===== src/rtl/pim_pkg.sv =====
// Package for the priority inheritance lock unit: widths, status codes and the bucket function.
// No dependencies.
`timescale 1ns / 1ps
package pim_pkg;
  localparam int MaxWaiters = 16;
  localparam int IdxW = $clog2(MaxWaiters);
  localparam int CntW = $clog2(MaxWaiters + 1);
  localparam int TaskW = 5;
  localparam int PrioW = 8;
  localparam int NumBuckets = 8;
  localparam int BucketShift = 5;
  localparam int EntryW = TaskW + 2 * PrioW;

  typedef enum logic [2:0] {
    ST_ACQUIRED    = 3'd0,
    ST_OWNER_AGAIN = 3'd1,
    ST_QUEUED      = 3'd2,
    ST_NOT_OWNER   = 3'd3,
    ST_FULL        = 3'd4,
    ST_RELEASED    = 3'd5,
    ST_TO_REMOVED  = 3'd6,
    ST_TO_ABSENT   = 3'd7
  } status_e;

  typedef enum logic [1:0] {
    K_LOCK    = 2'd0,
    K_UNLOCK  = 2'd1,
    K_TIMEOUT = 2'd2,
    K_NONE    = 2'd3
  } kind_e;

  function automatic logic [2:0] bucket_of(input logic [PrioW-1:0] p);
    logic [PrioW-1:0] b;
    b = p >> BucketShift;
    if (b >= PrioW'(NumBuckets)) begin
      b = PrioW'(NumBuckets - 1);
    end
    return b[2:0];
  endfunction
endpackage


===== src/rtl/pim_ram.sv =====
// Generic single-port-write, single-port-read RAM with a registered read.
// No dependencies.
`timescale 1ns / 1ps
module pim_ram #(
  parameter int Width = 8,
  parameter int Depth = 16
) (
  input  logic                     clk_i,
  input  logic                     we_i,
  input  logic [$clog2(Depth)-1:0] waddr_i,
  input  logic [Width-1:0]         wdata_i,
  input  logic [$clog2(Depth)-1:0] raddr_i,
  output logic [Width-1:0]         rdata_o
);
  logic [Width-1:0] mem_q [Depth];

  always_ff @(posedge clk_i) begin
    if (we_i) begin
      mem_q[waddr_i] <= wdata_i;
    end
    rdata_o <= mem_q[raddr_i];
  end
endmodule


===== src/rtl/priority_inheritance_mutex.sv =====
// Top level of the priority inheritance lock unit.
// Uses pim_pkg and the waiter table pim_ram.
//
// Usage: requests arrive on the s_axis channel, one transaction per request, and each
// produces exactly one result transaction on m_axis. The single configuration register
// inherit_enable is written through cfg_we_i / cfg_wdata_i; the user must do so only while
// the block is idle, as the block itself does not enforce it. The waiter table sits in one
// RAM with a registered read. A request that needs no table access goes straight to S_OUT
// for its result. A queued lock with inheritance appends the entry and then scans the table
// for the lowest priority value, one read and one compare per entry. An unlock scans for
// the best waiter, then shifts later entries down, one read and one write per entry. A
// timeout searches and shifts in the same way. Each entry visited needs a wait state
// (S_SCANW or S_SHW) for the registered read of the single read port.
// The result is held in an output register; s_axis_tready stays low until the result
// has been taken, so a stalled receiver holds back further requests.
// Reset clears the lock and the waiter count and sets inherit_enable to 1; the table
// contents need no clearing as only entries below the count are read.
`timescale 1ns / 1ps
module priority_inheritance_mutex
  import pim_pkg::*;
(
  input  logic        clk_i,
  input  logic        rst_ni,
  input  logic        cfg_we_i,
  input  logic        cfg_wdata_i,
  input  logic        s_axis_tvalid,
  output logic        s_axis_tready,
  // tuser: kind[1:0]
  input  logic [1:0]  s_axis_tuser,
  // tdata: task_id[4:0], task_priority[12:5], task_base_priority[20:13], zeros
  input  logic [23:0] s_axis_tdata,
  output logic        m_axis_tvalid,
  input  logic        m_axis_tready,
  // tdata: status[2:0], is_locked[3], holder_id[8:4], holder_priority[16:9],
  // waiter_total[21:17], rebucket_valid[22], rebucket_task[27:23], rebucket_old[30:28],
  // rebucket_new[33:31], wake_valid[34], wake_id[39:35]
  output logic [39:0] m_axis_tdata
);
  typedef enum logic [6:0] {
    S_IDLE  = 7'b0000001,
    S_SCAN  = 7'b0000010,
    S_SCANW = 7'b0000100,
    S_DEC   = 7'b0001000,
    S_SHIFT = 7'b0010000,
    S_SHW   = 7'b0100000,
    S_OUT   = 7'b1000000
  } state_e;

  state_e state_q, state_d;
  logic inh_q;
  logic held_q, held_d;
  logic [TaskW-1:0] holder_q, holder_d;
  logic [PrioW-1:0] hprio_q, hprio_d, hbase_q, hbase_d;
  logic [2:0] hbuck_q, hbuck_d;
  logic [CntW-1:0] cnt_q, cnt_d;
  kind_e kind_q, kind_d;
  logic [TaskW-1:0] tid_q, tid_d;
  logic [CntW-1:0] ptr_q, ptr_d;
  logic [CntW-1:0] best_q, best_d;
  logic found_q, found_d;
  logic [EntryW-1:0] bent_q, bent_d;
  logic [39:0] out_q, out_d;
  logic ovalid_q, ovalid_d;

  logic ram_we;
  logic [IdxW-1:0] ram_wa, ram_ra;
  logic [EntryW-1:0] ram_wd, ram_rd;

  pim_ram #(.Width(EntryW), .Depth(MaxWaiters)) u_table (
    .clk_i  (clk_i),
    .we_i   (ram_we),
    .waddr_i(ram_wa),
    .wdata_i(ram_wd),
    .raddr_i(ram_ra),
    .rdata_o(ram_rd)
  );

  logic [TaskW-1:0] rd_task;
  logic [PrioW-1:0] rd_prio;
  assign rd_task = ram_rd[TaskW-1:0];
  assign rd_prio = ram_rd[TaskW+PrioW-1:TaskW];

  logic [1:0] in_kind;
  logic [TaskW-1:0] in_tid;
  logic [PrioW-1:0] in_prio, in_base;
  assign in_kind = s_axis_tuser;
  assign in_tid  = s_axis_tdata[4:0];
  assign in_prio = s_axis_tdata[12:5];
  assign in_base = s_axis_tdata[20:13];

  assign s_axis_tready = (state_q == S_IDLE) && !ovalid_q;
  assign m_axis_tvalid = ovalid_q;
  assign m_axis_tdata  = out_q;

  function automatic logic [39:0] pack(
    input status_e st, input logic hl, input logic [TaskW-1:0] hd,
    input logic [PrioW-1:0] hp, input logic [CntW-1:0] c,
    input logic rv, input logic [TaskW-1:0] rt, input logic [2:0] ro,
    input logic [2:0] rn, input logic wv, input logic [TaskW-1:0] wi);
    return {wi, wv, rn, ro, rt, rv, c, hl ? hp : PrioW'(0), hl ? hd : TaskW'(0), hl, st};
  endfunction

  always_comb begin
    state_d = state_q; held_d = held_q; holder_d = holder_q; hprio_d = hprio_q;
    hbase_d = hbase_q; hbuck_d = hbuck_q; cnt_d = cnt_q; kind_d = kind_q; tid_d = tid_q;
    ptr_d = ptr_q; best_d = best_q; found_d = found_q; bent_d = bent_q;
    out_d = out_q; ovalid_d = ovalid_q;
    ram_we = 1'b0; ram_wa = ptr_q[IdxW-1:0]; ram_wd = ram_rd; ram_ra = ptr_q[IdxW-1:0];
    if (ovalid_q && m_axis_tready) begin
      ovalid_d = 1'b0;
    end
    unique case (state_q)
      S_IDLE: begin
        if (s_axis_tvalid && s_axis_tready) begin
          kind_d = kind_e'(in_kind);
          tid_d = in_tid;
          ptr_d = '0; found_d = 1'b0; best_d = '0;
          ram_ra = '0;
          unique case (kind_e'(in_kind))
            K_LOCK: begin
              if (held_q && holder_q == in_tid) begin
                out_d = pack(ST_OWNER_AGAIN, held_q, holder_q, hprio_q, cnt_q,
                             1'b0, '0, '0, '0, 1'b0, '0);
                state_d = S_OUT;
              end else if (!held_q) begin
                held_d = 1'b1; holder_d = in_tid; hprio_d = in_prio; hbase_d = in_base;
                hbuck_d = bucket_of(in_prio);
                out_d = pack(ST_ACQUIRED, 1'b1, in_tid, in_prio, cnt_q,
                             1'b0, '0, '0, '0, 1'b0, '0);
                state_d = S_OUT;
              end else if (cnt_q >= CntW'(MaxWaiters)) begin
                out_d = pack(ST_FULL, held_q, holder_q, hprio_q, cnt_q,
                             1'b0, '0, '0, '0, 1'b0, '0);
                state_d = S_OUT;
              end else begin
                ram_we = 1'b1; ram_wa = cnt_q[IdxW-1:0];
                ram_wd = {in_base, in_prio, in_tid};
                cnt_d = cnt_q + 1'b1;
                if (inh_q) begin
                  bent_d = {in_base, in_prio, in_tid};
                  state_d = S_SCANW;
                end else begin
                  out_d = pack(ST_QUEUED, held_q, holder_q, hprio_q, cnt_q + 1'b1,
                               1'b0, '0, '0, '0, 1'b0, '0);
                  state_d = S_OUT;
                end
              end
            end
            K_UNLOCK: begin
              if (!held_q || holder_q != in_tid) begin
                out_d = pack(ST_NOT_OWNER, held_q, holder_q, hprio_q, cnt_q,
                             1'b0, '0, '0, '0, 1'b0, '0);
                state_d = S_OUT;
              end else if (cnt_q == '0) begin
                out_d = pack(ST_RELEASED, 1'b0, '0, '0, cnt_q,
                             1'b1, holder_q, hbuck_q, bucket_of(hbase_q), 1'b0, '0);
                held_d = 1'b0; holder_d = '0; hprio_d = '0; hbase_d = '0; hbuck_d = '0;
                state_d = S_OUT;
              end else begin
                state_d = S_SCANW;
              end
            end
            K_TIMEOUT: begin
              if (cnt_q == '0) begin
                out_d = pack(ST_TO_ABSENT, held_q, holder_q, hprio_q, cnt_q,
                             1'b0, '0, '0, '0, 1'b0, '0);
                state_d = S_OUT;
              end else begin
                state_d = S_SCANW;
              end
            end
            default: begin
              out_d = pack(ST_TO_ABSENT, held_q, holder_q, hprio_q, cnt_q,
                           1'b0, '0, '0, '0, 1'b0, '0);
              state_d = S_OUT;
            end
          endcase
        end
      end
      S_SCANW: begin
        // Read of entry ptr was issued; its data arrives next cycle.
        state_d = S_SCAN;
      end
      S_SCAN: begin
        // ram_rd holds entry ptr_q.
        if (kind_q == K_TIMEOUT) begin
          if (rd_task == tid_q) begin
            found_d = 1'b1; best_d = ptr_q;
            state_d = S_DEC;
          end else if (ptr_q + 1'b1 >= cnt_q) begin
            state_d = S_DEC;
          end else begin
            ptr_d = ptr_q + 1'b1; ram_ra = ptr_d[IdxW-1:0]; state_d = S_SCANW;
          end
        end else begin
          if (ptr_q == '0 || rd_prio < bent_q[TaskW+PrioW-1:TaskW]) begin
            bent_d = ram_rd; best_d = ptr_q;
          end
          if (ptr_q + 1'b1 >= cnt_q) begin
            state_d = S_DEC;
          end else begin
            ptr_d = ptr_q + 1'b1; ram_ra = ptr_d[IdxW-1:0]; state_d = S_SCANW;
          end
        end
      end
      S_DEC: begin
        unique case (kind_q)
          K_LOCK: begin
            if (bent_q[TaskW+PrioW-1:TaskW] < hprio_q) begin
              hprio_d = bent_q[TaskW+PrioW-1:TaskW];
              hbuck_d = bucket_of(hprio_d);
              out_d = pack(ST_QUEUED, held_q, holder_q, hprio_d, cnt_q,
                           1'b1, holder_q, hbuck_q, hbuck_d, 1'b0, '0);
            end else begin
              out_d = pack(ST_QUEUED, held_q, holder_q, hprio_q, cnt_q,
                           1'b0, '0, '0, '0, 1'b0, '0);
            end
            state_d = S_OUT;
          end
          K_UNLOCK: begin
            holder_d = bent_q[TaskW-1:0];
            hprio_d = bent_q[TaskW+PrioW-1:TaskW];
            hbase_d = bent_q[EntryW-1:TaskW+PrioW];
            hbuck_d = bucket_of(hprio_d);
            cnt_d = cnt_q - 1'b1;
            out_d = pack(ST_RELEASED, 1'b1, holder_d, hprio_d, cnt_d,
                         1'b1, holder_q, hbuck_q, bucket_of(hbase_q), 1'b1, holder_d);
            ptr_d = best_q; ram_ra = IdxW'(best_q + 1'b1);
            state_d = (best_q + 1'b1 < cnt_q) ? S_SHW : S_OUT;
          end
          default: begin
            if (found_q) begin
              cnt_d = cnt_q - 1'b1;
              out_d = pack(ST_TO_REMOVED, held_q, holder_q, hprio_q, cnt_d,
                           1'b0, '0, '0, '0, 1'b1, tid_q);
              ptr_d = best_q; ram_ra = IdxW'(best_q + 1'b1);
              state_d = (best_q + 1'b1 < cnt_q) ? S_SHW : S_OUT;
            end else begin
              out_d = pack(ST_TO_ABSENT, held_q, holder_q, hprio_q, cnt_q,
                           1'b0, '0, '0, '0, 1'b0, '0);
              state_d = S_OUT;
            end
          end
        endcase
      end
      S_SHW: begin
        // Read of entry ptr+1 was issued; keep it on the port for the next cycle.
        ram_ra = IdxW'(ptr_q + 1'b1);
        state_d = S_SHIFT;
      end
      S_SHIFT: begin
        // ram_rd holds entry ptr+1; move it down. cnt_q is already decremented.
        ram_we = 1'b1; ram_wa = ptr_q[IdxW-1:0]; ram_wd = ram_rd;
        ptr_d = ptr_q + 1'b1;
        ram_ra = IdxW'(ptr_q + 2'd2);
        state_d = (ptr_q + 2'd2 <= cnt_q) ? S_SHW : S_OUT;
      end
      S_OUT: begin
        ovalid_d = 1'b1;
        state_d = S_IDLE;
      end
      default: state_d = S_IDLE;
    endcase
  end

  always_ff @(posedge clk_i or negedge rst_ni) begin
    if (!rst_ni) begin
      state_q <= S_IDLE; inh_q <= 1'b1; held_q <= 1'b0; holder_q <= '0;
      hprio_q <= '0; hbase_q <= '0; hbuck_q <= '0; cnt_q <= '0; ovalid_q <= 1'b0;
    end else begin
      state_q <= state_d;
      if (cfg_we_i) begin
        inh_q <= cfg_wdata_i;
      end
      held_q <= held_d; holder_q <= holder_d; hprio_q <= hprio_d; hbase_q <= hbase_d;
      hbuck_q <= hbuck_d; cnt_q <= cnt_d; ovalid_q <= ovalid_d;
    end
  end

  always_ff @(posedge clk_i) begin
    kind_q <= kind_d; tid_q <= tid_d; ptr_q <= ptr_d; best_q <= best_d;
    found_q <= found_d; bent_q <= bent_d; out_q <= out_d;
  end

`ifndef NO_ASSERTIONS
  a_cnt_range: assert property (@(posedge clk_i) disable iff (!rst_ni)
    cnt_q <= CntW'(MaxWaiters)) else $error("waiter count out of range");
  a_free_clear: assert property (@(posedge clk_i) disable iff (!rst_ni)
    !held_q |-> holder_q == '0 && hprio_q == '0) else $error("free lock has owner");
  a_one_result: assert property (@(posedge clk_i) disable iff (!rst_ni)
    s_axis_tvalid && s_axis_tready |=> !ovalid_q) else $error("stale result");
  a_out_from_out: assert property (@(posedge clk_i) disable iff (!rst_ni)
    $rose(ovalid_q) |-> $past(state_q) == S_OUT) else $error("result outside S_OUT");
`endif
endmodule

===== config.mk =====
export PLATFORM = sky130hd
export DESIGN_NAME = priority_inheritance_mutex
export DESIGN_NICKNAME = d
export VERILOG_FILES = /design/src/rtl/pim_pkg.sv /design/src/rtl/pim_ram.sv /design/src/rtl/priority_inheritance_mutex.sv
export SDC_FILE = /design/constraint.sdc
export NUM_CORES = 1
export LEC_CHECK = 0
export BUFFER_PORTS_ARGS = -buffer_cell sky130_fd_sc_hd__buf_2
export CORE_MARGIN = 3
export CORE_UTILIZATION = 30
export DETAILED_ROUTE_END_ITERATION = 6
export GPL_ROUTABILITY_DRIVEN = 0
export PLACE_DENSITY = 0.55
export SETUP_SLACK_MARGIN = 0.2
export SLEW_MARGIN = 20
export SYNTH_ARGS = -nofsm -noshare
export SYNTH_HDL_FRONTEND = slang
export SYNTH_SLANG_ARGS = --single-unit

===== constraint.sdc =====
create_clock -name clk_i -period 7.25 [get_ports clk_i]
set_input_delay 1.45 -clock clk_i [delete_from_list [all_inputs] [get_ports clk_i]]
set_output_delay 1.45 -clock clk_i [all_outputs]
set_load 0.05 [all_outputs]

# After elaboration in Yosys (flattened, before gate mapping)

Memory sizes are Yosys's and may differ from the RTL's. A register that Yosys moved wholly into a read port is not among the register bits.
Cells that the tools add are included.
Widths: inputs -> output; s select.

Flip-flop bits (word level): 118
Logic and storage cells: 233
Bits of input ports: 32
Bits in writable memories: 336
Output and inout bits: 42
Memories: 1

$lt $le $gt $ge: 9
Add/sub/neg operators: 5
Equality and inequality tests: 43
Mux-type cells: 132
Reduce and logical (&&, ||, !) cells: 27

Memories:

| name          | words | bits a word | read ports | clocked after memory_dff | write ports | RTL line      | text |
|---|---|---|---|---|---|---|---|
| u_table.mem_q | 16    | 21          | 1          | 1                        | 1           | pim_ram.sv:15 | `logic [Width-1:0] mem_q [Depth];` |

Operators by type and width:

| kind                | count |
|---|---|
| $mux 40             | 9 |
| $mux 21             | 14 |
| $pmux 40 s2         | 2 |
| $pmux 40 s3         | 1 |
| $mux 5              | 21 |
| $mux 8              | 12 |
| $pmux 8 s2          | 5 |
| $mux 7              | 11 |
| $pmux 5 s2          | 6 |
| $mux 4              | 13 |
| $pmux 21 s2         | 1 |
| $pmux 7 s6          | 1 |
| $mux 34             | 1 |
| $ne 3x3->1 const B  | 11 |
| $mux 3              | 9 |
| $ne 2x2->1 const B  | 13 |
| $pmux 7 s3          | 1 |
| $pmux 4 s5          | 1 |
| $pmux 5 s4          | 1 |
| $pmux 3 s2          | 3 |
| $reduce_and 9->1    | 2 |
| $lt 8x8->1          | 2 |
| $reduce_and 8->1    | 2 |
| $add 5x1->5 const B | 3 |
| other kinds (37)    | 71 |

# Logic depth before layout (Yosys ltp)

Gate-level depths: netlist (run 1).

Depth in word-level cells: 9
Mapped depth: 17
Mapped depth without buffers: 14

# Hierarchy

From an unflattened synthesis (run 1), not the netlist that was laid out.

Cells, all modules: 1208
Area, all modules: 19685.1 um^2

By module, submodules not included:

| module                     | cells each | sequential area each (um^2) | area an instance (um^2) | instances |
|---|---|---|---|---|
| pim_ram                    | 557        | 10510.1                     | 13277.7                 | 1 |
| priority_inheritance_mutex | 651        | 3000.4                      | 6407.4                  | 1 |

# Worst setup path before layout (run 1)

Ideal clock, no wire load.

Kind: input to register
From: input port s_axis_tdata[4]
To: register out_q[0], in the netlist m_axis_tdata[0] (enable)
Setup slack: 1.033 ns
Path buffers: 0
Stages: 9
Data arrival time: 5.718 ns
Required time: 6.751 ns
Library setup time: 0.499 ns
Cell sequence: xnor2_1 nand3_1 nor3_1 nand3b_1 nor2_1 nand2_1 o21ai_0 or2_2 a21boi_0

Word-level cells in the longest chain between the ends: 4
Elaborated cells between the ends (all ways): 7
Classes of those cells: eq/ne (4); reduce/logical (3)

RTL lines:

| item                                                      | RTL line                                                             | text |
|---|---|---|
| from (decl)                                               | priority_inheritance_mutex.sv:31                                     | `input logic [23:0] s_axis_tdata,` |
| $eq 5x5->1 or $ne 5x5->1 (tied branches)                  | priority_inheritance_mutex.sv:121, priority_inheritance_mutex.sv:150 |  |
| $logic_and 1x1->1 or $logic_or 1x1->1 (tied branches)     | priority_inheritance_mutex.sv:121, priority_inheritance_mutex.sv:150 |  |
| $ne 6x6->1 (no source line) or $ne 4x4->1 (tied branches) | n/a                                                                  |  |
| $reduce_and 5->1 (no source line) *                       | n/a                                                                  |  |
| to (signal assigned)                                      | priority_inheritance_mutex.sv:282                                    | `found_q <= found_d; bent_q <= bent_d; out_q <= out_d;` |
| to (decl)                                                 | priority_inheritance_mutex.sv:62                                     | `logic [39:0] out_q, out_d;` |

Mark *: on every way between the ends. The rest lies on a longest branch, timed or not.
A chain may end at the register's enable or synchronous reset.

# Final worst setup path (run 1)

From: register ptr_q[0]
To: register u_table.rdata_o[11], read port of u_table.mem_q

Word-level cells in the longest chain between the ends: 6
Elaborated cells between the ends (all ways): 10
Classes of those cells: add/sub (2); order compare (1); mux (7)

RTL lines:

| item                   | RTL line                                                             | text |
|---|---|---|
| from (decl)            | priority_inheritance_mutex.sv:58                                     | `logic [CntW-1:0] ptr_q, ptr_d;` |
| from (signal assigned) | priority_inheritance_mutex.sv:281                                    | `kind_q <= kind_d; tid_q <= tid_d; ptr_q <= ptr_d; best_q <= best_d;` |
| $add 5x1->5            | n/a                                                                  |  |
| $ge 5x5->1             | priority_inheritance_mutex.sv:190, priority_inheritance_mutex.sv:199 |  |
| $mux 4                 | priority_inheritance_mutex.sv:190, priority_inheritance_mutex.sv:199 |  |
| $mux 4                 | priority_inheritance_mutex.sv:187                                    | `if (rd_task == tid_q) begin` |
| $mux 4                 | priority_inheritance_mutex.sv:186                                    | `if (kind_q == K_TIMEOUT) begin` |
| $pmux 4 s5 *           | priority_inheritance_mutex.sv:112                                    | `unique case (state_q)` |
| to (decl)              | pim_ram.sv:13                                                        | `output logic [Width-1:0] rdata_o` |

Marked as above.

==> results of run 1 <==
==> metrics by stage <==
stage / instance area, sq um / cells / total power [mW] / hold WS [ns]
2_1_floorplan: 16500 / 1118 / 5.09 / 0.487
3_3_place_gp: 17700 / 1856 / 5.72 / 0.510
3_5_place_dp: 17700 / 1856 / 5.78 / 0.515
4_1_cts: 18900 / 1925 / 7.70 / 0.531
5_1_grt: 18900 / 1925 / 8.04 / 0.564
6_report: 18900 / 1925 / 7.61 / 0.531
==> path summary, 6_finish.rpt <==
check,start,to,slack (ns)
max,ptr_q[0],u_table.rdata_o[11],2.62
min,u_table.rdata_o[20],bent_q[20],0.53
max reg2reg,ptr_q[0],u_table.rdata_o[11],2.62
min reg2reg,u_table.rdata_o[20],bent_q[20],0.53
max in group asynchronous,rst_ni,hprio_q[1],5.75
min in group asynchronous,rst_ni,state_q[4],0.99
==> cell usage in the layout (no fill, tap or decap), types with 21 or more instances in the layout <==
cell	Yosys	layout
sky130_fd_sc_hd__and3_1	23	23
sky130_fd_sc_hd__ha_1	36	36
sky130_fd_sc_hd__edfxtp_1	330	330
sky130_fd_sc_hd__buf_2	12	65
sky130_fd_sc_hd__mux4_2	44	44
sky130_fd_sc_hd__inv_1	32	32
sky130_fd_sc_hd__clkbuf_16	0	39
sky130_fd_sc_hd__a21oi_1	37	37
sky130_fd_sc_hd__mux2i_1	48	48
sky130_fd_sc_hd__nand3_1	25	25
sky130_fd_sc_hd__nor2_1	64	62
sky130_fd_sc_hd__a22o_1	21	21
sky130_fd_sc_hd__o21ai_0	22	22
sky130_fd_sc_hd__nand2_1	102	102
sky130_fd_sc_hd__dfrtp_1	29	29
sky130_fd_sc_hd__buf_4	6	28
==> layout make-up <==
type | instances | share of cell area, %
timing repair buffer | 93 | 2.83
sequential | 377 | 58.3
clock inverter | 19 | 0.934
inverter | 33 | 0.656
multi-input combinational | 657 | 27.3
clock buffer | 50 | 5.39
tap | 696 | 4.61
==> registers in the layout, indices dropped and copies added, names as in the netlist <==
signal	count
m_axis_tvalid	1
ptr_q	5
u_table.mem_q	256
state_q	7
holder_q	5
tid_q	5
u_table.rdata_o	16
best_q	5
m_axis_tdata	40
kind_q	2
held_q	1
bent_q	16
hprio_q	8
hbase_q	3
cnt_q	5
inh_q	1
found_q	1
==> per-layer routing <==
layer	part of all wire (%)	GRT usage, %	wire [um]
met1	44	16.6	16400
met5	0	0	0
met2	49	22.2	18400
met3	4.4	2.47	1640
met4	2.1	3.53	795
==> cell families after synthesis <==
kind of cell               share of synthesized area (%)
DFF                                                 66.6
xor gates and xnor gates                            1.48
muxes                                               10.1
buffers and inverters                               2.35
adders and majority gates                           2.73
and+or+nand+nor                                     8.61
AOI/OAI and AO/OA                                   8.09
==> worst min-delay path, cell delays in order (launching register included) <==
cell	delay (ns)
sky130_fd_sc_hd__dfxtp_1	0.32
sky130_fd_sc_hd__nand2_1	0.05
sky130_fd_sc_hd__nand2_1	0.06
==> power by group through the flow <==
| stage | sequential [mW] | combinational, mW | clock [mW] |
|---|---|---|---|
| after floorplan | 3.38 | 1.71 | 0 |
| after global placement | 3.13 | 2.59 | 0 |
| after detailed placement | 3.14 | 2.64 | 0 |
| after CTS | 3.10 | 2.65 | 1.96 |
| after global routing | 3.13 | 2.87 | 2.04 |
| final | 3.09 | 2.62 | 1.90 |
==> metrics.log, run 1 <==
[metrics] number of standard cells after synthesis: 1,118
[metrics] wire length of the first global-routing pass: 57,700 um
[metrics] I/O pin total: 74
[metrics] Max Clock Freq: 0.216 GHz
[metrics] Root Buffer Master: sky130_fd_sc_hd__clkbuf_16
[metrics] number of global-route vias before repair: 9,775
[metrics] width of the chip: 241 um
[metrics] internal portion of total power: 4.92 mW
[metrics] initial antenna violation count: 0
[metrics] hold-fix buffer count after cts: 0
[metrics] leakage power of the design: 6.87 nW
[metrics] power density cells: 403 mW/mm^2
[metrics] clock-pin transition on the worst setup and hold timing paths: 0.06 ns
[metrics] hold path cells: 2
[metrics] Slew Limit Fails: 0
[metrics] Worst Hold Class: flop to flop
[metrics] Setup crit start kind: flop
[metrics] yosys synthesis warning count: 0
[metrics] Wirelength per Cell: 19.3 um
[metrics] fin nets: 1,269
[metrics] Critical Path Stages: 13
[metrics] proportion of layout cells with a drive suffix above 1: 18.1%
[metrics] core utilization of the finished layout: 34.9%
[metrics] critical path type: flop to flop
[metrics] antenna-violating nets left: 0
[metrics] RSZ-0062 raised after global routing: false
[metrics] layout overhead on the synthesized area: 14.3%
[metrics] post-synth cell types: 67
[metrics] total core area: around 0.054 sq mm
[metrics] crit path DAT: 5.05 ns
[metrics] clock skew: 0.0157 ns
[metrics] Post-synth EDFFs: 330
[metrics] Synth Net Count: 1,186
[metrics] register share of total power: 40.6%
[metrics] depth of the most critical reg-to-reg path: 13
[metrics] Diodes inserted: 0
[metrics] vias: 9,565
[metrics] via/cell ratio: ~5
[metrics] Total GRT Usage: between 10% and 20%
[metrics] most instantiated library cell after synthesis: sky130_fd_sc_hd__edfxtp_1
[metrics] Starting Density: 30.5%
[metrics] switching power share of the total: 35.4%
[metrics] leading post-synthesis cells by instance count: sky130_fd_sc_hd__edfxtp_1, sky130_fd_sc_hd__nand2_1, sky130_fd_sc_hd__nor2_1
[metrics] maximum clock insertion buffer count: 3
[metrics] die boundary height: 241 um
[metrics] Num CTS Buffers: 39
[metrics] Worst Path Max Fanout: 19
[metrics] biggest cell delay along the critical path: around 0.61 ns
[metrics] number of detailed-route iterations in the first pass: 4
[metrics] Least-Margin Pin Slew: 0.967 ns
[metrics] Final min period: 4.63 ns
[metrics] number of clock sinks: 377
[metrics] cell type group with the largest total delay on the critical path: compound AO/OA/AOI/OAI gates
[metrics] multi-input gate area in the final layout: 0.00516 sq mm
[metrics] number of setup buffers added after CTS: 0
[metrics] share of Yosys cell area claimed by the top area cell type: 60.0%
[metrics] critical path's slowest cell: sky130_fd_sc_hd__or2_1
[metrics] Cell Rows: 85
[metrics] post-synth design cell area: 0.0165 sq mm
[metrics] sequential fraction of the synthesis area: between 60% and 70%
[metrics] storage element area: 0.0110 sq mm
[metrics] GR Overflow Total: 0
[metrics] detailed placement HPWL: 25,200 um
[metrics] number of synthesized register bits: 377
[metrics] WL final: 37,200 um
[metrics] clock network latency to the later pin of the worst-skew pair: 0.55 ns
[metrics] Setup TNS: 0 ns
[metrics] largest area contributor in the netlist: sky130_fd_sc_hd__edfxtp_1
[metrics] Worst Setup Slack post-DPL: about 2.6 ns
[metrics] Detailed Route Iter0 Violations: 604
[metrics] number of filler cells placed in the layout: 5,141
[metrics] result of the run: completed
[metrics] max-cap violations: 0
[metrics] most frequently used flop master after synthesis: sky130_fd_sc_hd__edfxtp_1
[metrics] proportion of register bits with asynchronous set or reset after synthesis: 8.22%
[metrics] chain of cells forming the critical path: ha_1 > nand3_1 > xnor2_1 > ha_1 > a21oi_1 > nand3_1 > a31oi_1 > a21oi_1 > o211a_1 > o21ai_4 > or2_1 > o32ai_1 > or3_1
[metrics] pin count of the biggest net entering global routing: 53
[metrics] die outline area: 0.0579 sq mm
[metrics] DRC viols: 0
[metrics] number of gates resized after CTS: 0
[metrics] largest cells by area after synthesis: sky130_fd_sc_hd__edfxtp_1, sky130_fd_sc_hd__mux4_2, sky130_fd_sc_hd__dfrtp_1
[metrics] mean post-synth cell area: 14.8 sq um
[metrics] Port Buffers: 65
[metrics] Critical path buffers and inverters: 0
[metrics] total number of H-tree levels: 2
[metrics] total net switching power: 2.69 mW
[metrics] combinational cell fraction of total power: 34.4%
[metrics] clock share of power: 25.0%
[metrics] worst-case vdd ir drop: 0.184 mV
[metrics] Final Hold Fails: 0
[metrics] Final period util: 63.9%
[metrics] clock tree from TritonCTS: built
[metrics] max-slew headroom at the worst pin: 35.4%
[metrics] fin worst setup slack: 2.62 ns
[metrics] number of setup violations in the final report: 0
[metrics] required time at the worst-slack endpoint: 7.66 ns
[metrics] Setup crit end kind: flop
(Power assumes the default switching activity.)
==> run 2, diff against run 1 <==
Settings changed: PLACE_DENSITY 0.55 to 0.56.
Clock period 7.25 ns to 3.8 ns, I/O delays scaled along.
==> run 2 against run 1 <==
Effect of this change:
- power increased by 110%
- non-clock buffer count increased by 64
- worst setup slack worse by 2.4 ns
- sequential share of layout area down 3.1 points
- critical path type unchanged
- largest cell class unchanged
- largest power group is now combinational cells
==> metrics.log, run 2 (synthesis results as in run 1) <==
[metrics] clock share of power: 23.5% (was 25.0%)
[metrics] Final min period: 3.56 ns (was 4.63 ns)
[metrics] Diodes inserted: 0 (unchanged)
[metrics] clock network latency to the later pin of the worst-skew pair: 0.55 ns (about the same)
[metrics] instance area at placement: 0.0182 sq mm (was 0.0177 sq mm)
[metrics] internal portion of total power: 10.4 mW (was 4.92 mW)
[metrics] Num CTS Buffers: 40 (was 39)
[metrics] register share of total power: 36.9% (was 40.6%)
[metrics] Cell Rows: 85 (unchanged)
[metrics] proportion of layout cells with a drive suffix above 1: 24.6% (was 18.1%)
[metrics] Detailed Route Iter0 Violations: 644 (was 604)
[metrics] critical path type: flop to flop (unchanged)
[metrics] Starting Density: 30.5% (unchanged)
[metrics] Worst Path Max Fanout: 8 (was 19)
[metrics] FF-to-FF Start: ptr_q[1] (was ptr_q[0])
[metrics] worst hold-check slack: 0.315 ns (was 0.531 ns)
[metrics] Slew Limit Fails: 0 (unchanged)
[metrics] Most Crowded Layer GR: met2 (unchanged)
[metrics] WL final: 39,300 um (was 37,200 um)
[metrics] result of the run: completed (unchanged)
[metrics] total number of H-tree levels: 2 (unchanged)
[metrics] worst-case vdd ir drop: 0.360 mV (was 0.184 mV)
[metrics] number of clock sinks: 377 (unchanged)
[metrics] clock-pin transition on the worst setup and hold timing paths: 0.06 ns (about the same)
[metrics] fin worst setup slack: 0.235 ns (was 2.62 ns)
[metrics] number of flip-flops under the largest register name: 256 (unchanged)
[metrics] Worst Hold Class: primary input to async pin (was flop to flop)
[metrics] initial antenna violation count: 0 (unchanged)
[metrics] required time at the worst-slack endpoint: 4.22 ns (was 7.66 ns)
[metrics] number of setup violations in the final report: 0 (unchanged)
[metrics] combinational cell fraction of total power: 39.6% (was 34.4%)
[metrics] max-slew headroom at the worst pin: 40.7% (was 35.4%)
[metrics] vias: 9,893 (was 9,565)
[metrics] I/O pin total: 74 (unchanged)
[metrics] width of the chip: 241 um (unchanged)
[metrics] total net switching power: 5.48 mW (was 2.69 mW)
[metrics] number of detailed-route iterations in the first pass: 5 (was 4)
[metrics] GR Overflow Total: 0 (unchanged)
[metrics] global routing usage on met1: 17.3% (was 16.6%)
[metrics] Final period util: 93.8% (was 63.9%)
[metrics] leakage power of the design: 7.34 nW (was 6.87 nW)
[metrics] number of global-route vias before repair: 10.0k (was 9,775)
[metrics] most used cells in the layout excluding fill and tap cells: sky130_fd_sc_hd__edfxtp_1, sky130_fd_sc_hd__nand2_1, sky130_fd_sc_hd__buf_4, sky130_fd_sc_hd__buf_2, sky130_fd_sc_hd__nor2_1 (was sky130_fd_sc_hd__edfxtp_1, sky130_fd_sc_hd__nand2_1, sky130_fd_sc_hd__buf_2, sky130_fd_sc_hd__nor2_1, sky130_fd_sc_hd__mux2i_1)
[metrics] Wirelength per Cell: 19.8 um (was 19.3 um)
[metrics] global routing usage on met3: 2.34% (was 2.47%)
[metrics] DRC viols: 0 (unchanged)
[metrics] Max Clock Freq: 0.281 GHz (was 0.216 GHz)
[metrics] Final Hold Fails: 0 (unchanged)
[metrics] RSZ-0062 raised after global routing: true (was false)
[metrics] hold-fix buffer count after cts: 0 (unchanged)
[metrics] wire length of the first global-routing pass: 59,600 um (was 57,700 um)
[metrics] worst flop-to-flop path endpoint: u_table.rdata_o[2] (was u_table.rdata_o[11])
[metrics] startpoint of the most critical setup path: ptr_q[1] (was ptr_q[0])
[metrics] GRT met2 Usage: 22.8% (was 22.2%)
[metrics] Worst Setup Slack post-DPL: 0.0413 ns (was 2.62 ns)
[metrics] clock tree from TritonCTS: built (unchanged)
[metrics] pin count of the biggest net entering global routing: 41 (was 53)
[metrics] max-cap violations: 0 (unchanged)
[metrics] fin nets: 1,334 (was 1,269)
[metrics] depth of the most critical reg-to-reg path: 13 (unchanged)
[metrics] Least-Margin Pin Slew: 0.877 ns (was 0.967 ns)
[metrics] Setup crit end kind: flop (unchanged)
[metrics] via/cell ratio: 4.98 (was 4.97)
[metrics] post-route cell area: 0.0199 sq mm (was 0.0189 sq mm)
[metrics] total core area: 0.0541 sq mm (unchanged)
[metrics] die outline area: 0.0579 sq mm (unchanged)
[metrics] power density cells: 797 mW/mm^2 (was 403 mW/mm^2)
[metrics] multi-input gate area in the final layout: 0.00533 sq mm (was 0.00516 sq mm)
[metrics] register with the most flip-flops: u_table.mem_q (unchanged)
[metrics] core utilization of the finished layout: 36.8% (was 34.9%)
[metrics] maximum clock insertion buffer count: 3 (unchanged)
[metrics] Root Buffer Master: sky130_fd_sc_hd__clkbuf_16 (unchanged)
[metrics] end of the critical path: u_table.rdata_o[2] (was u_table.rdata_o[11])
[metrics] antenna-violating nets left: 0 (unchanged)
[metrics] crit path DAT: 3.98 ns (was 5.05 ns)
[metrics] detailed placement HPWL: 26,100 um (was 25,200 um)
[metrics] Setup crit start kind: flop (unchanged)
[metrics] clock skew: 0.0222 ns (was 0.0157 ns)
[metrics] Setup TNS: 0 ns (unchanged)
[metrics] most frequent standard cell in the layout excluding fill and tap cells: sky130_fd_sc_hd__edfxtp_1 (unchanged)
[metrics] internal reg-to-reg setup slack: 0.24 ns (was 2.62 ns)
[metrics] number of filler cells placed in the layout: 5,013 (was 5,141)
[metrics] Port Buffers: 65 (unchanged)
[metrics] Total GRT Usage: 13.3% (was 12.8%)
[metrics] layout overhead on the synthesized area: 20.6% (was 14.3%)
[metrics] die boundary height: 241 um (unchanged)
[metrics] storage element area: 0.0110 sq mm (about the same)
[metrics] switching power share of the total: 34.5% (was 35.4%)
[run 2: what timing repair did]
| action | in CTS | in global routing |
|---|---|---|
| setup buffers | 5 | 9 |
| gates resized for setup | 8 | 44 |
| setup endpoints to repair | 16 | 16 |
| pin swaps | 2 | 25 |
| gates cloned | 3 | 4 |
[run 2: metrics by stage]
step	power, mW	std cells
2_1_floorplan	9.71	1118
3_3_place_gp	11.3	1899
3_5_place_dp	11.4	1899
4_1_cts	15.5	1975
5_1_grt	16.7	1988
6_report	15.9	1988
[run 2: cell type report]
| cell class | count | share of cell area [%] |
|---|---|---|
| Sequential cell | 377 | 55.2 |
| Multi-Input combinational cell | 657 | 26.7 |
| Timing Repair Buffer | 157 | 6.83 |
| Clock buffer | 56 | 5.48 |
| Tap cell | 696 | 4.37 |
| Clock inverter | 12 | 0.734 |
| Inverter | 33 | 0.634 |
[run 2: critical path, stage by stage (launching register included)]
cell and delay (ns):
sky130_fd_sc_hd__edfxtp_1 0.44, sky130_fd_sc_hd__ha_4 0.21, sky130_fd_sc_hd__xor2_2 0.15, sky130_fd_sc_hd__ha_1 0.33
sky130_fd_sc_hd__nand2_2 0.06, sky130_fd_sc_hd__o21ai_2 0.17, sky130_fd_sc_hd__a31oi_2 0.12, sky130_fd_sc_hd__a21o_1 0.21
sky130_fd_sc_hd__o32ai_4 0.33, sky130_fd_sc_hd__buf_6 0.18, sky130_fd_sc_hd__buf_16 0.14, sky130_fd_sc_hd__mux4_2 0.51
sky130_fd_sc_hd__a22o_4 0.26, sky130_fd_sc_hd__or3_4 0.37
[run 2: worst min-delay path by stage]
| stage | from | endpoint | slack [ns] | cells past startpoint |
|---|---|---|---|---|
| floorplan | rst_ni | cnt_q[0] | 0.46 | 0 |
| global placement | bent_q[20] | hbase_q[7] | 0.52 | 2 |
| CTS | rst_ni | holder_q[3] | 0.31 | 1 |
| detailed placement | bent_q[19] | hbase_q[6] | 0.52 | 2 |
| finish | rst_ni | cnt_q[2] | 0.31 | 1 |
| global route | rst_ni | holder_q[3] | 0.34 | 1 |
[run 2: per-layer routing]
| metal | vias to the layer above | wire (um) | part of all wire (%) |
|---|---|---|---|
| met4 | 0 | 1050 | 2.7 |
| met3 | 59 | 1980 | 5.0 |
| met5 | - | 0 | 0 |
| met1 | 4977 | 17100 | 43 |
| met2 | 250 | 19200 | 49 |
| li1 | 4607 | - | - |
[run 2: power by group through the flow]
| stage | clock [mW] | combinational, mW | sequential, mW |
|---|---|---|---|
| 2_1_floorplan | 0 | 3.28 | 6.43 |
| 3_3_place_gp | 0 | 5.39 | 5.93 |
| 3_5_place_dp | 0 | 5.46 | 5.94 |
| 4_1_cts | 3.84 | 5.79 | 5.85 |
| 5_1_grt | 4.00 | 6.80 | 5.92 |
| 6_report | 3.73 | 6.30 | 5.86 |
==> run 3, diff against run 2 <==
Settings changed: SYNTH_HIERARCHICAL from default to 1.
==> run 3 against run 2 <==
Effect of this change:
- power grew 1.8%
- sequential cell count is the same
- clock-buffer cell count shrank 4
- global-route usage grew 0.27 points
- final cell count shrank 1.9%
- synthesized cell count shrank 3.1%
- critical endpoint is now u_table/rdata_o[10]
- clock skew grew 0.0021 ns
- critical path type unchanged
- sequential share of layout area grew 0.11 points
- critical path depth grew 3
==> metrics.log, run 3 <==
[metrics] I/O pin total: 74 (unchanged)
[metrics] chain of cells forming the critical path: ha_2 > nand2_2 > xnor2_2 > ha_2 > or3_1 > o221a_4 > a211oi_4 > and2_4 > nor4_2 > a31oi_4 > buf_12 > buf_12 > mux4_1 > a22oi_2 > buf_4 > nand2_1 (was ha_4 > xor2_2 > ha_1 > nand2_2 > o21ai_2 > a31oi_2 > a21o_1 > o32ai_4 > buf_6 > buf_16 > mux4_2 > a22o_4 > or3_4)
[metrics] core utilization of the finished layout: 36.7% (was 36.8%)
[metrics] DRC viols: 0 (unchanged)
[metrics] layout overhead on the synthesized area: 20.2% (was 20.6%)
[metrics] die boundary height: 241 um (about the same)
[metrics] Worst Path Max Fanout: 11 (was 8)
[metrics] max-slew headroom at the worst pin: 31.2% (was 40.7%)
[metrics] leakage power of the design: 7.08 nW (was 7.34 nW)
[metrics] Worst Hold Class: primary input to async pin (unchanged)
[metrics] wire length of the first global-routing pass: 60,100 um (was 59,600 um)
[metrics] Slew Limit Fails: 0 (unchanged)
[metrics] result of the run: completed (unchanged)
[metrics] WL final: 39,300 um (about the same)
[metrics] max-cap violations: 0 (unchanged)
[metrics] Synth Net Count: 1,150 (was 1,186)
[metrics] biggest cell delay along the critical path: 0.57 ns (was 0.51 ns)
[metrics] Final period util: 97.4% (was 93.8%)
[metrics] RSZ-0062 raised after global routing: true (unchanged)
[metrics] required time at the worst-slack endpoint: 4.25 ns (was 4.22 ns)
[metrics] Final Hold Fails: 0 (unchanged)
[metrics] Diodes inserted: 0 (unchanged)
[metrics] Detailed Route Iter0 Violations: 739 (was 644)
[metrics] Least-Margin Pin Slew: 1.03 ns (was 0.877 ns)
[metrics] worst-case vdd ir drop: 0.380 mV (was 0.360 mV)
[metrics] FF-to-FF Start: ptr_q[1] (unchanged)
[metrics] register with the most flip-flops: u_table/mem_q (was u_table.mem_q)
[metrics] Max Clock Freq: 0.270 GHz (was 0.281 GHz)
[metrics] post-synth design cell area: 0.0165 sq mm (about the same)
[metrics] end of the critical path: u_table/rdata_o[10] (was u_table.rdata_o[2])
[metrics] Port Buffers: 65 (unchanged)
[metrics] power density cells: 813 mW/mm^2 (was 797 mW/mm^2)
[metrics] internal reg-to-reg setup slack: 0.1 ns (was 0.24 ns)
[metrics] depth of the most critical reg-to-reg path: 16 (was 13)
[metrics] Root Buffer Master: sky130_fd_sc_hd__clkbuf_16 (unchanged)
[metrics] Final min period: 3.70 ns (was 3.56 ns)
[metrics] number of flip-flops under the largest register name: 256 (unchanged)
[metrics] total number of H-tree levels: 2 (unchanged)
[metrics] die outline area: 0.0580 sq mm (was 0.0579 sq mm)
[metrics] clock-pin transition on the worst setup and hold timing paths: 0.06 ns (about the same)
[metrics] proportion of layout cells with a drive suffix above 1: 26.6% (was 24.6%)
[metrics] Critical path buffers and inverters: 3 (was 2)
[metrics] most used cells in the layout excluding fill and tap cells: sky130_fd_sc_hd__edfxtp_1, sky130_fd_sc_hd__nand2_1, sky130_fd_sc_hd__buf_4, sky130_fd_sc_hd__buf_2, sky130_fd_sc_hd__mux4_2 (was sky130_fd_sc_hd__edfxtp_1, sky130_fd_sc_hd__nand2_1, sky130_fd_sc_hd__buf_4, sky130_fd_sc_hd__buf_2, sky130_fd_sc_hd__nor2_1)
[metrics] clock network latency to the later pin of the worst-skew pair: 0.57 ns (was 0.55 ns)
[metrics] GR Overflow Total: 0 (unchanged)
[metrics] number of filler cells placed in the layout: 5,097 (was 5,013)
[metrics] Wirelength per Cell: 20.2 um (was 19.8 um)
[metrics] Setup crit start kind: flop (unchanged)
[metrics] number of global-route vias before repair: 9,856 (was 10.0k)
[metrics] width of the chip: 241 um (about the same)
[metrics] Setup TNS: 0 ns (unchanged)
[metrics] clock tree from TritonCTS: built (unchanged)
[metrics] via/cell ratio: 5.03 (was 4.98)
[metrics] Starting Density: 30.5% (about the same)
[metrics] Num CTS Buffers: 40 (unchanged)
[metrics] mean post-synth cell area: 15.3 sq um (was 14.8 sq um)
[metrics] maximum clock insertion buffer count: 3 (unchanged)
[metrics] clock skew: 0.0243 ns (was 0.0222 ns)
[metrics] Setup crit end kind: flop (unchanged)
[metrics] fin nets: 1,292 (was 1,334)
[metrics] Cell Rows: 85 (unchanged)
[metrics] critical path's slowest cell: sky130_fd_sc_hd__mux4_1 (was sky130_fd_sc_hd__mux4_2)
[metrics] number of standard cells after synthesis: 1,083 (was 1,118)
[metrics] number of setup violations in the final report: 0 (unchanged)
[metrics] number of detailed-route iterations in the first pass: 5 (unchanged)
[metrics] yosys synthesis warning count: 6 (was 0)
[metrics] worst flop-to-flop path endpoint: u_table/rdata_o[10] (was u_table.rdata_o[2])
[metrics] detailed placement HPWL: 26,000 um (was 26,100 um)
[metrics] most frequent standard cell in the layout excluding fill and tap cells: sky130_fd_sc_hd__edfxtp_1 (unchanged)
[metrics] vias: 9,811 (was 9,893)
[metrics] critical path type: flop to flop (unchanged)
[metrics] total core area: 0.0542 sq mm (was 0.0541 sq mm)
[metrics] Total GRT Usage: 13.6% (was 13.3%)
[metrics] antenna-violating nets left: 0 (unchanged)
[metrics] Critical Path Stages: 16 (was 13)
[metrics] initial antenna violation count: 0 (unchanged)
[metrics] number of clock sinks: 377 (unchanged)
[metrics] cell type group with the largest total delay on the critical path: simple AND/OR/NAND/NOR gates (was compound AO/OA/AOI/OAI gates)
[metrics] startpoint of the most critical setup path: ptr_q[1] (unchanged)
[metrics] pin count of the biggest net entering global routing: 62 (was 41)
[metrics] crit path DAT: 4.15 ns (was 3.98 ns)
run 3: metal layers:
metal | track usage, % | vias up | wire length, um
met1 | 18.1 | 5006 | 17400
met2 | 22.9 | 268 | 18900
met4 | 3.33 | 0 | 774
li1 | - | 4484 | -
met5 | 0 | - | 0
met3 | 2.66 | 53 | 2210
run 3: stage by stage:
stage | setup slack, ns | instances | hold WS, ns | instance area [sq um] | power, mW
after floorplan | -0.202 | 1083 | 0.464 | 16600 | 9.88
after global placement | 0.00280 | 1865 | 0.488 | 18300 | 11.7
after detailed placement | -0.0298 | 1865 | 0.515 | 18300 | 11.8
after CTS | 0.129 | 1948 | 0.287 | 19900 | 16.2
after global routing | -0.0115 | 1950 | 0.335 | 19900 | 17.0
final | 0.0981 | 1950 | 0.299 | 19900 | 16.2
run 3: repair_timing:
item,CTS,global route
endpoints found under the hold margin,0,0
pin swaps,7,7
hold buffers,0,0
setup endpoints to repair,16,84
setup buffers,9,2
gates cloned,3,0
gates resized for setup,27,21
run 3: power by group:
| group | total [mW] | internal [mW] | switching [mW] |
|---|---|---|---|
| Clock | 3.81 | 2.20 | 1.61 |
| Sequential | 5.87 | 5.54 | 0.333 |
| Combinational | 6.49 | 2.76 | 3.74 |
| Total | 16.2 | 10.5 | 5.68 |
run 3: how the worst min path moves through the flow:
stage / start / to / slack [ns]
2_1_floorplan: rst_ni / cnt_q[0] / 0.46
3_3_place_gp: hprio_q[0] / hprio_q[0] / 0.49
3_5_place_dp: hprio_q[0] / hprio_q[0] / 0.51
4_1_cts: rst_ni / hprio_q[1] / 0.29
5_1_grt: rst_ni / hprio_q[3] / 0.34
6_report: rst_ni / cnt_q[3] / 0.30
run 3: layout make-up:
class / count / area (sq um) / area share (%)
Sequential cell: 377 / 11000 / 55.3
Multi-Input combinational cell: 619 / 5260 / 26.4
Timing Repair Buffer: 157 / 1370 / 6.89
Clock buffer: 52 / 1070 / 5.36
Tap cell: 696 / 871 / 4.38
Clock inverter: 19 / 208 / 1.04
Inverter: 30 / 113 / 0.566
run 3: worst register-to-register path: stages, from the launching register on:
cell	delay, ns
sky130_fd_sc_hd__edfxtp_1	0.42
sky130_fd_sc_hd__ha_2	0.21
sky130_fd_sc_hd__nand2_2	0.06
sky130_fd_sc_hd__xnor2_2	0.15
sky130_fd_sc_hd__ha_2	0.20
sky130_fd_sc_hd__or3_1	0.39
sky130_fd_sc_hd__o221a_4	0.24
sky130_fd_sc_hd__a211oi_4	0.20
sky130_fd_sc_hd__and2_4	0.19
sky130_fd_sc_hd__nor4_2	0.05
sky130_fd_sc_hd__a31oi_4	0.17
sky130_fd_sc_hd__buf_12	0.19
sky130_fd_sc_hd__buf_12	0.17
sky130_fd_sc_hd__mux4_1	0.58
sky130_fd_sc_hd__a22oi_2	0.14
sky130_fd_sc_hd__buf_4	0.15
sky130_fd_sc_hd__nand2_1	0.07
